`config.mk`:
```
export PLATFORM = sky130hd
export DESIGN_NAME = metropolis_chain_sampler
export DESIGN_NICKNAME = d
export VERILOG_FILES = /design/src/hw/rtl/mcs_pkg.sv /design/src/hw/rtl/mcs_ctrl.sv /design/src/hw/rtl/mcs_datapath.sv /design/src/hw/rtl/metropolis_chain_sampler.sv
export SDC_FILE = /design/constraint.sdc
export NUM_CORES = 1
export LEC_CHECK = 0
export BUFFER_PORTS_ARGS = -buffer_cell sky130_fd_sc_hd__buf_2
export CAP_MARGIN = 10
export CELL_PAD_IN_SITES_DETAIL_PLACEMENT = 1
export CELL_PAD_IN_SITES_GLOBAL_PLACEMENT = 2
export CORE_UTILIZATION = 38
export CTS_BUF_LIST = sky130_fd_sc_hd__clkbuf_16
export DETAILED_ROUTE_END_ITERATION = 6
export PLACE_DENSITY = 0.86
export SLEW_MARGIN = 10
export SYNTH_ARGS = -nofsm -noshare
export SYNTH_HDL_FRONTEND = slang
export SYNTH_HIERARCHICAL = 1
export SYNTH_SLANG_ARGS = --single-unit
```
`constraint.sdc`:
```
create_clock -name clk -period 10.4 [get_ports clk]
set_clock_uncertainty 0.1 [all_clocks]
set_input_delay 2.08 -clock clk [delete_from_list [all_inputs] [get_ports clk]]
set_output_delay 2.08 -clock clk [all_outputs]
set_load 0.005 [all_outputs]
```
`src/hw/rtl/mcs_pkg.sv`:
```
// Package for the Metropolis chain sampler: fixed-point widths, payload structs,
// sequencer state and multiplier operand codes, and the saturation helper.
// No dependencies.
package mcs_pkg;

	localparam int FRAC_BITS = 16;
	localparam int VAL_W     = FRAC_BITS + 1;  // values in [0, ONE]
	localparam int G_W       = FRAC_BITS + 2;  // g(t) below 2*ONE
	localparam int PROD_W    = 2 * G_W;        // shared multiplier product

	localparam logic [VAL_W-1:0] ONE        = VAL_W'(1) << FRAC_BITS;
	localparam logic [VAL_W-1:0] STEP_RESET = ONE >> 1;

	typedef struct packed {
		logic             restart;
		logic [VAL_W-1:0] u_step;
		logic [VAL_W-1:0] u_accept;
	} mcs_item_t;

	typedef struct packed {
		logic [VAL_W-1:0] position;
		logic             accepted;
	} mcs_result_t;

	typedef enum logic [2:0] {
		ST_IDLE,
		ST_MAG,
		ST_PROP,
		ST_SQ,
		ST_CUBE,
		ST_DONE
	} mcs_state_t;

	typedef enum logic [1:0] {
		MUL_MAG,
		MUL_SQ,
		MUL_CUBE,
		MUL_RATIO
	} mul_sel_t;

	typedef struct packed {
		mul_sel_t mul_sel;
		logic     ld_in;
		logic     ld_mag;
		logic     ld_prop;
		logic     ld_sq;
		logic     ld_gp;
		logic     finish;
	} mcs_ctl_t;

	function automatic logic [VAL_W-1:0] sat_one(input logic [VAL_W-1:0] v);
		return (v > ONE) ? ONE : v;
	endfunction

endpackage

```
`src/hw/rtl/mcs_ctrl.sv`:
```
// Sequencer for the Metropolis chain sampler: steps one item through the
// shared multiplier (offset, square, cube, ratio). Uses mcs_pkg.
module mcs_ctrl (
	input  logic             clk,
	input  logic             arst_n,
	input  logic             in_fire,
	input  logic             restart,
	input  logic             out_free,
	output logic             busy,
	output mcs_pkg::mcs_ctl_t ctl
);
	import mcs_pkg::*;

	mcs_state_t state_q, state_nxt;

	always_ff @(posedge clk or negedge arst_n) begin
		if (!arst_n) begin
			state_q <= ST_IDLE;
		end else begin
			state_q <= state_nxt;
		end
	end

	always_comb begin
		state_nxt   = state_q;
		ctl         = '0;
		ctl.mul_sel = MUL_MAG;
		busy        = (state_q != ST_IDLE);
		case (state_q)
			ST_IDLE: begin
				if (in_fire) begin
					ctl.ld_in = 1'b1;
					// restart goes straight to evaluating g at the new position
					state_nxt = restart ? ST_SQ : ST_MAG;
				end
			end
			ST_MAG: begin
				ctl.mul_sel = MUL_MAG;
				ctl.ld_mag  = 1'b1;
				state_nxt   = ST_PROP;
			end
			ST_PROP: begin
				ctl.ld_prop = 1'b1;
				state_nxt   = ST_SQ;
			end
			ST_SQ: begin
				ctl.mul_sel = MUL_SQ;
				ctl.ld_sq   = 1'b1;
				state_nxt   = ST_CUBE;
			end
			ST_CUBE: begin
				ctl.mul_sel = MUL_CUBE;
				ctl.ld_gp   = 1'b1;
				state_nxt   = ST_DONE;
			end
			ST_DONE: begin
				ctl.mul_sel = MUL_RATIO;
				if (out_free) begin
					ctl.finish = 1'b1;
					state_nxt  = ST_IDLE;
				end
			end
			default: begin
				state_nxt = ST_IDLE;
			end
		endcase
	end

endmodule

```
`src/hw/rtl/mcs_datapath.sv`:
```
// Datapath of the Metropolis chain sampler: input capture, the shared
// multiplier, proposal logic and chain state. Uses mcs_pkg.
module mcs_datapath (
	input  logic                       clk,
	input  logic                       arst_n,
	input  mcs_pkg::mcs_ctl_t          ctl,
	input  mcs_pkg::mcs_item_t         item,
	input  logic [mcs_pkg::VAL_W-1:0]  step_size,
	output mcs_pkg::mcs_result_t       res
);
	import mcs_pkg::*;

	logic             rst_q, up_q, in_range_q;
	logic [VAL_W-1:0] u2_q, span_q, mag_q, t_q, sq_q, pos_q;
	logic [G_W-1:0]   gp_q, dens_q;

	logic [VAL_W-1:0] u1, prop, prod_hi;
	logic [VAL_W:0]   twice;
	logic             up, in_range, take;
	logic [G_W-1:0]   mul_a, mul_b;
	logic [PROD_W-1:0] prod;

	assign u1    = sat_one(item.u_step);
	assign twice = {u1, 1'b0};
	assign up    = (twice >= {1'b0, ONE});

	// shared multiplier
	always_comb begin
		case (ctl.mul_sel)
			MUL_MAG: begin
				mul_a = {1'b0, span_q};
				mul_b = {1'b0, sat_one(step_size)};
			end
			MUL_SQ: begin
				mul_a = {1'b0, t_q};
				mul_b = {1'b0, t_q};
			end
			MUL_CUBE: begin
				mul_a = {1'b0, sq_q};
				mul_b = {1'b0, t_q};
			end
			MUL_RATIO: begin
				mul_a = {1'b0, u2_q};
				mul_b = dens_q;
			end
			default: begin
				mul_a = '0;
				mul_b = '0;
			end
		endcase
	end

	assign prod    = mul_a * mul_b;
	assign prod_hi = prod[FRAC_BITS +: VAL_W];

	always_comb begin
		if (up_q) begin
			in_range = (mag_q <= ONE - pos_q);
			prop     = pos_q + mag_q;
		end else begin
			in_range = (mag_q <= pos_q);
			prop     = pos_q - mag_q;
		end
	end

	// u2*g(x) <= g(p) scaled by ONE
	assign take = rst_q | (in_range_q & (prod <= PROD_W'({gp_q, {FRAC_BITS{1'b0}}})));

	assign res.position = take ? t_q : pos_q;
	assign res.accepted = take;

	always_ff @(posedge clk) begin
		if (ctl.ld_in) begin
			rst_q  <= item.restart;
			u2_q   <= sat_one(item.u_accept);
			up_q   <= up;
			span_q <= up ? VAL_W'(twice - {1'b0, ONE}) : VAL_W'({1'b0, ONE} - twice);
			t_q    <= u1;
		end
		if (ctl.ld_mag) begin
			mag_q <= prod_hi;
		end
		if (ctl.ld_prop) begin
			in_range_q <= in_range;
			t_q        <= prop;
		end
		if (ctl.ld_sq) begin
			sq_q <= prod_hi;
		end
		if (ctl.ld_gp) begin
			gp_q <= G_W'(ONE) + G_W'(t_q) - G_W'(prod_hi);
		end
	end

	always_ff @(posedge clk or negedge arst_n) begin
		if (!arst_n) begin
			pos_q  <= '0;
			dens_q <= G_W'(ONE);
		end else if (ctl.finish && take) begin
			pos_q  <= t_q;
			dens_q <= gp_q;
		end
	end

endmodule

```
`src/hw/rtl/metropolis_chain_sampler.sv`:
```
// Metropolis random-walk sampler for the density 0.8*(1 + x - x^3) on [0,1].
// Top level: config register, sequencer, datapath, result register.
// Depends on mcs_pkg, mcs_ctrl and mcs_datapath.
//
// Usage:
//  - cfg channel (cfg_valid/cfg_ready/cfg_data) writes step_size, the proposal
//    half-width in Q1.16. cfg_ready is always high; write only while idle.
//  - item channel carries restart, u_step, u_accept. One item is in work at a
//    time; item_stall is high while it is.
//  - result channel carries the new position and an accept flag, one result
//    per item, held in an output register until transferred.
//  - Timing: after the transfer a chain step keeps the block busy through the
//    steps offset multiply, proposal, square, cube and ratio compare, and no
//    new item goes in until it is done; a restart skips the first two steps.
//    All of it is set by the single shared multiplier.
//  - The result appears in the cycle after the last busy cycle. If the receiver
//    stalls and the output register is still full, the sequencer waits in
//    its last step and input stays stalled.
//  - Reset: position 0, g = 1.0, step_size = 0.5, no result pending.
module metropolis_chain_sampler (
	input  logic                          clk,
	input  logic                          arst_n,
	input  logic                          cfg_valid,
	output logic                          cfg_ready,
	input  logic [mcs_pkg::VAL_W-1:0]     cfg_data,
	input  logic                          item_valid,
	output logic                          item_stall,
	input  mcs_pkg::mcs_item_t            item,
	output logic                          result_valid,
	input  logic                          result_stall,
	output mcs_pkg::mcs_result_t          result
);
	import mcs_pkg::*;

	logic [VAL_W-1:0] step_q;
	logic             in_fire, out_free, busy;
	mcs_ctl_t         ctl;
	mcs_result_t      res, result_q;
	logic             result_valid_q;

	assign cfg_ready  = 1'b1;
	assign item_stall = busy;
	assign in_fire    = item_valid & ~busy;
	assign out_free   = ~result_valid_q | ~result_stall;

	always_ff @(posedge clk or negedge arst_n) begin
		if (!arst_n) begin
			step_q <= STEP_RESET;
		end else if (cfg_valid && cfg_ready) begin
			step_q <= cfg_data;
		end
	end

	mcs_ctrl u_ctrl (
		.clk      (clk),
		.arst_n   (arst_n),
		.in_fire  (in_fire),
		.restart  (item.restart),
		.out_free (out_free),
		.busy     (busy),
		.ctl      (ctl)
	);

	mcs_datapath u_dp (
		.clk       (clk),
		.arst_n    (arst_n),
		.ctl       (ctl),
		.item      (item),
		.step_size (step_q),
		.res       (res)
	);

	always_ff @(posedge clk or negedge arst_n) begin
		if (!arst_n) begin
			result_valid_q <= 1'b0;
		end else if (ctl.finish) begin
			result_valid_q <= 1'b1;
		end else if (!result_stall) begin
			result_valid_q <= 1'b0;
		end
	end

	always_ff @(posedge clk) begin
		if (ctl.finish) begin
			result_q <= res;
		end
	end

	assign result_valid = result_valid_q;
	assign result       = result_q;

endmodule

```
==> run_results.csv, run 1 <==
group,metric,value,unit
critical_path,reg2regPathDepth,44,
drt,totalWireLength,84.1,mm
synthesis,synthCells,2365,
synthesis,ys_async_sr_fraction,31.3,%
synthesis,synth_area,0.0220,mm²
hold_path,hold_path.class,"register to register",
clock_tree,clock-sinks,179,
critical_path,r2r_setup_slack,-0.01,ns
drt,vias_per_cell,5.50,
sta,fmax,96.0,MHz
critical_path,r2r_start,"u_ctrl/state_q[2]",
final_layout,area_growth,25.4,%
clock_tree,path_clk_slew,0.08,ns
run_status,status,"complete, but fails checks",
floorplanning,core_area,0.0568,mm²
placement,postPlaceCellArea,0.0254,mm²
sta,slew_viol_final,0,
drt,post-route-drc-count,0,
hold_path,hold_depth,1,
job,cap_violations,0,
synthesis,synth_top_area_share,22.2,%
critical_path,reg2reg_to,"u_dp/pos_q[5]",
placement,port_buffers,76,
placement,pre_cts_ws,-1.08,ns
clock_tree,insertion_delay,0.50,ns
drt,postRouteAntennaNets,0,
synthesis,synth.ff_latch_count,179,
critical_path,critPathArrivalTime,10.68,ns
run_status,violations,"negative setup slack",
drt,dr_total_vias,19400,
final_layout,drive_above_1_share,25.7,%
final_layout,final_area,0.0276,mm²
grt,grt_max_degree,57,
sta,period_minus_slack,10.41,ns
sta,maxSlewHeadroom,27.3,%
synthesis,synthTopCellsByArea,"fa_1 (22%), edfxtp_1 (17%), ha_1 (12%)",
grt,grtUsageTotal,28.8,%
sta,finalCritPeriodShare,100,%
critical_path,crit_family,"adder cells",
critical_path,startpoint_type,"register",
clock_tree,cts_tree,"done",
final_layout,fin_nets,3275,
sta,setup_viol_count_final,3,
critical_path,worstPathRequired,10.67,ns
grt,antenna_found_initial,1,
clock_tree,clockBufferDepth,2,
grt,gr-total-overflow,0,
floorplanning,pin_count,78,
synthesis,ys_seq_area_share,23.2,%
grt,grt_first_pass_wirelength,128,mm
clock_tree,ctsHoldBuffers,0,
floorplanning,initial_utilization,38.7,%
sta,fin_ws,-0.0147,ns
critical_path,cpPeakStageDelay,0.58,ns
placement,routabilityCongestion,0.943,
floorplanning,fp-row-count,87,
final_layout,fin_util,48.5,%
synthesis,synth_cell_types,91,
critical_path,end_kind,"register",
placement,dpl.hpwl,68.4,mm
drt,dr.first_iter.drc_count,1426,
clock_tree,cts_max_level,4,
hold_path,min_to,"result_valid",
sta,hold_viol,0,
drt,first_pass_iters,5,
drt,wl_per_cell,23.8,µm
synthesis,ys.flop_type,"edfxtp_1",
critical_path,cpMaxStageDelayCell,"fa_2",
floorplanning,fp.dieH,243,µm
critical_path,cp_max_fo,7,
final_layout,fill_cells,6466,
synthesis,synth-edff-count,123,
floorplanning,die_x,243,µm
synthesis,yosysTopAreaCell,"fa_1",
sta,worstMarginPinSlew,1.09,ns
synthesis,syn_nets,2882,
hold_path,min_from,"result_valid",
critical_path,path_buf_inv,11,
critical_path,crit_type,"register to register",
synthesis,syn_area_per_cell,9.30,µm²
grt,first_global_vias,21300,
floorplanning,die_area,0.0588,mm²
clock_tree,ctsRootBufferMaster,"clkbuf_16",
synthesis,yosysWarnings,6,
sta,grt_setup_unrepaired,"yes",
final_layout,diodes,0,
clock_tree,numCtsBuffers,17,
registers in the layout, indices dropped and copies added, names as in the netlist, 3 cells and up:
register        count
u_dp/mag_q         17
u_dp/pos_q         17
result             18
u_dp/gp_q          18
u_dp/span_q        16
u_dp/u2_q          17
u_dp/sq_q          17
u_dp/t_q           17
step_q             17
u_dp/dens_q        18
u_ctrl/state_q      3
synthesized netlist by cell type (12+ instances only):
library cell  number
inv_1            394
nand2_1          270
fa_1             244
nor2_1           222
ha_1             216
edfxtp_1         123
a21oi_1           79
o21ai_0           65
clkbuf_1          57
dfrtp_1           54
xnor2_1           50
nor2b_1           41
a22oi_1           31
mux2_2            31
a21o_1            30
nor3_1            29
nand4_1           27
and3_1            25
xor2_1            25
nand3_1           23
a221o_1           22
mux2i_1           22
nor4_1            21
o21a_1            20
o211ai_1          18
and2_1            16
nand2b_1          15
or3_1             14
or2_2             12
layer usage:
layer / GRT usage (%) / wire (µm) / vias to the layer above
met5: 0 / 13 / -
met4: 11.0 / 3380 / 2
met3: 4.02 / 4610 / 158
met2: 48.3 / 40600 / 597
met1: 37.5 / 35500 / 9976
li1: - / - / 8660
kinds of logic (layout without fill, tap and decap cells):
kind of cell	after synthesis	after routing	synth area share, %
compound gates	362	362	11.5
xor+xnor	75	75	2.99
fa+ha+maj	460	460	34.5
buf+inv	472	878	8.39
flops	179	179	23.2
mux	71	71	3.68
other cells	1	1	0.0171
simple gates	745	745	15.7
cell type report:
type / instances / area, µm² / share of cell area [%]
Tap cell: 756 / 946 / 3.43
Clock buffer: 17 / 425 / 1.54
Clock inverter: 15 / 166 / 0.604
Multi-Input combinational cell: 1714 / 15900 / 57.8
Timing Repair Buffer: 449 / 3500 / 12.7
Inverter: 397 / 1490 / 5.41
Sequential cell: 179 / 5100 / 18.5
cell usage in the layout (no fill, tap or decap), types with 13 or more instances in the layout:
cell	n
a21o_1	30
a21oi_1	69
a221o_1	22
a22oi_1	19
and2_1	14
and3_1	24
buf_12	13
buf_2	76
buf_4	325
buf_6	32
clkbuf_16	18
dfrtp_1	54
edfxtp_1	123
fa_1	235
ha_1	196
ha_4	15
inv_1	374
inv_2	20
mux2_2	30
mux2_4	18
mux2i_1	19
nand2_1	267
nand2b_1	15
nand3_1	16
nand4_1	27
nor2_1	203
nor2_2	16
nor2b_1	39
nor3_1	27
nor4_1	17
o211ai_1	18
o21a_1	14
o21ai_0	58
or3_1	14
xnor2_1	49
xor2_1	20
worst register-to-register path, delay by kind of cell, from the launching register on:
kind / cells / cell delay [ns]
AOI/OAI and AO/OA: 12 / 2.25
DFF: 1 / 0.40
buffers and inverters: 11 / 1.44
xor gates and xnor gates: 1 / 0.17
adders and majority gates: 9 / 3.82
and+or+nand+nor: 11 / 2.13
worst max path at each step:
| stage | start | end | slack, ns | cells past startpoint |
|---|---|---|---|---|
| final | u_ctrl/state_q[2] | u_dp/pos_q[5] | -0.01 | 44 |
| after CTS | u_ctrl/state_q[2] | u_dp/pos_q[0] | 0.00003 | 44 |
| after floorplan | u_ctrl/state_q[2] | result[11] | 0.21 | 41 |
| after global routing | u_ctrl/state_q[2] | u_dp/pos_q[5] | -0.25 | 47 |
| after global placement | u_ctrl/state_q[2] | u_dp/pos_q[3] | -0.88 | 40 |
| after detailed placement | u_ctrl/state_q[2] | result[10] | -1.08 | 40 |
through the flow:
stage                     hold slack (ns)  cells  TNS [ns]
after floorplan                     0.382   2365         0
after detailed placement            0.392   3428    -54.21
after global placement              0.387   3428    -43.85
final                               0.407   3527   -0.0226
after global routing                0.460   3527     -8.78
after CTS                           0.413   3509         0
what timing repair did:
item / CTS / global route
buffers inserted: 47 / 20
pin swaps: 82 / 56
gates cloned: 2 / 0
gates resized for setup: 147 / 85
endpoints found under the setup margin: 56 / 58
Power of run 1 is left out: the tool's default activity adds up to more than one toggle a clock period on the data nets, which glitch-free logic cannot reach.
==> run 2: changes to the inputs <==
ABC_AREA = 1   (was not set)
CORE_UTILIZATION = 36   (was 38)
PLACE_DENSITY = 0.85   (was 0.86)
==> run 2 against run 1 <==
The flow finishes with violations (design-rule violations). Register-to-register slack improved by 0.43 ns. Maximum frequency is 4.3% higher. Synthesized cell count increased by 11%. Highest routed layer is now met4. Sequential share of layout area up 2.5 points. Cell count grew 0.54%. First-iteration DRC count decreased by 19%. Non-clock buffer count down 263. Critical path type unchanged. Global-route usage shrank 3.1 points. Die area is 4.0% higher. Utilization fell by 7.5 points. Setup slack improved by 0.43 ns.
==> run_results.csv, run 2 <==
group,metric,value,unit
critical_path,reg2reg_to,"u_dp/gp_q[15]",
floorplanning,fp.dieH,247,µm
final_layout,fill_cells,7233,
critical_path,end_kind,"register",
clock_tree,ctsHoldBuffers,0,
clock_tree,insertion_delay,0.45,ns
synthesis,ys_seq_area_share,23.5,%
run_status,violations,"design-rule violations",
clock_tree,cts_max_level,4,
synthesis,synth-edff-count,123,
synthesis,synth_cell_types,60,
synthesis,syn_area_per_cell,8.25,µm²
synthesis,synth_common_cells,"inv_1 (563), nand2_1 (560), fa_1 (244), nor2_1 (241), ha_1 (216)",
final_layout,final_common_cell,"nand2_1",
hold_path,hold_depth,2,
critical_path,cpMaxStageDelayCell,"fa_1",
drt,post-route-drc-count,6,
sta,setup_viol_count_final,0,
clock_tree,path_clk_slew,0.07,ns
clock_tree,cts_tree,"done",
sta,period_minus_slack,9.99,ns
hold_path,min_to,"u_dp/dens_q[3]",
drt,dr_total_vias,18300,
drt,totalWireLength,77.0,mm
synthesis,synthCells,2627,
sta,hold_ws,0.384,ns
drt,first_pass_iters,6,
hold_path,min_from,"u_dp/dens_q[3]",
critical_path,crit_type,"register to register",
synthesis,yosysTopAreaCell,"fa_1",
grt,first_global_vias,19800,
floorplanning,die_area,0.0612,mm²
placement,routabilityCongestion,0.967,
grt,grtUsageTotal,25.7,%
placement,dpl.hpwl,64.3,mm
synthesis,synth.ff_latch_count,179,
grt,grt_max_degree,57,
drt,wl_per_cell,21.7,µm
sta,slew_viol_final,0,
floorplanning,die_x,247,µm
synthesis,synth_area,0.0217,mm²
floorplanning,core_area,0.0592,mm²
drt,dr.first_iter.drc_count,1157,
synthesis,synth_top_area_share,22.5,%
grt,gr-total-overflow,0,
synthesis,synth_most_common_cell,"inv_1",
sta,worstMarginPinSlew,1.14,ns
critical_path,worstPathRequired,10.50,ns
floorplanning,initial_utilization,36.6,%
synthesis,ys_async_sr_fraction,31.3,%
placement,port_buffers,76,
critical_path,critPathArrivalTime,10.08,ns
run_status,status,"complete, but fails checks",
sta,fmax,100,MHz
drt,postRouteAntennaNets,0,
synthesis,ys.flop_type,"edfxtp_1",
sta,hold_viol,0,
critical_path,cp_max_fo,8,
sta,maxSlewHeadroom,24.0,%
final_layout,drive_above_1_share,11.1,%
final_layout,area_growth,12.1,%
critical_path,r2r_start,"u_ctrl/state_q[1]",
synthesis,yosysWarnings,6,
final_layout,diodes,0,
floorplanning,fp-row-count,89,
grt,grt_first_pass_wirelength,118,mm
final_layout,fin_nets,3277,
synthesis,synthTopCellsByArea,"fa_1 (23%), edfxtp_1 (17%), ha_1 (12%)",
critical_path,r2r_setup_slack,0.41,ns
clock_tree,clockBufferDepth,2,
job,cap_violations,0,
critical_path,startpoint_type,"register",
drt,vias_per_cell,5.16,
synthesis,syn_nets,3144,
clock_tree,numCtsBuffers,17,
grt,antenna_found_initial,0,
clock_tree,ctsRootBufferMaster,"clkbuf_16",
final_layout,mostFrequentLayoutCells,"nand2_1 (558), inv_1 (557), fa_1 (244)",
clock_tree,clock-sinks,179,
sta,finalCritPeriodShare,96.0,%
critical_path,cpPeakStageDelay,0.55,ns
critical_path,reg2regPathDepth,44,
floorplanning,pin_count,78,
hold_path,hold_path.class,"register to register",
==> run 2: how the worst max path moves through the flow <==
| stage | from | to | slack (ns) | cells past startpoint |
|---|---|---|---|---|
| detailed placement | u_ctrl/state_q[2] | u_dp/gp_q[15] | -0.35 | 45 |
| global placement | u_ctrl/state_q[2] | u_dp/gp_q[15] | -0.20 | 45 |
| global route | u_ctrl/state_q[1] | result[16] | -0.03 | 50 |
| floorplan | u_ctrl/state_q[2] | u_dp/gp_q[15] | 0.86 | 47 |
| finish | u_ctrl/state_q[1] | u_dp/gp_q[15] | 0.41 | 44 |
| CTS | u_ctrl/state_q[2] | u_dp/gp_q[15] | 0.03 | 46 |
==> run 2: what timing repair did <==
item | 4_1_cts | 5_1_grt
setup buffers | 1 | 9
cloned | 0 | 1
setup endpoints to repair | 49 | 61
pin swaps | 0 | 1
gates resized for setup | 9 | 37
==> run 2: layout make-up <==
type | instances | area [µm²] | area share, %
multi-input combinational | 1796 | 14200 | 58.4
sequential | 179 | 5100 | 21.0
inverter | 580 | 2200 | 9.05
timing repair buffer | 186 | 1270 | 5.22
tap | 773 | 967 | 3.98
clock buffer | 18 | 450 | 1.85
clock inverter | 14 | 115 | 0.474
==> run 2: cell families after synthesis <==
group | count (synthesis) | share of synthesized area (%)
buffers and inverters | 652 | 11.7
DFF | 179 | 23.5
muxes | 1 | 0.0462
AOI/OAI and AO/OA | 274 | 7.56
adders and majority gates | 460 | 35.0
and+or+nand+nor | 978 | 18.8
other | 1 | 0.0173
xor gates and xnor gates | 82 | 3.31
==> run 2: routing by layer <==
metal  GRT usage, %  wire length, µm
met1           34.4            34600
met2           44.1            37800
met3           2.49             2630
met4           6.77             1970
met5              0                0
==> run 2: critical path, delay by kind of cell (launching register included) <==
family,cells,cell delay (ns)
AOI/OAI and AO/OA,10,1.69
xor gates and xnor gates,2,0.34
adders and majority gates,10,4.58
buffers and inverters,10,1.06
DFF,1,0.46
and+or+nand+nor,12,1.48
==> run 2: metrics by stage <==
step / setup WS (ns) / TNS, ns / util (%) / cells / area [µm²]
after floorplan: 0.860 / 0 / - / 2627 / 21700
after global placement: -0.197 / -0.197 / 39.6 / 3503 / 23500
after detailed placement: -0.348 / -0.582 / 39.6 / 3503 / 23500
after CTS: 0.0262 / 0 / 40.7 / 3536 / 24100
after global routing: -0.0346 / -0.161 / 41.0 / 3546 / 24300
final: 0.413 / 0 / 41.0 / 3546 / 24300
Power of run 2 is left out for the same reason.
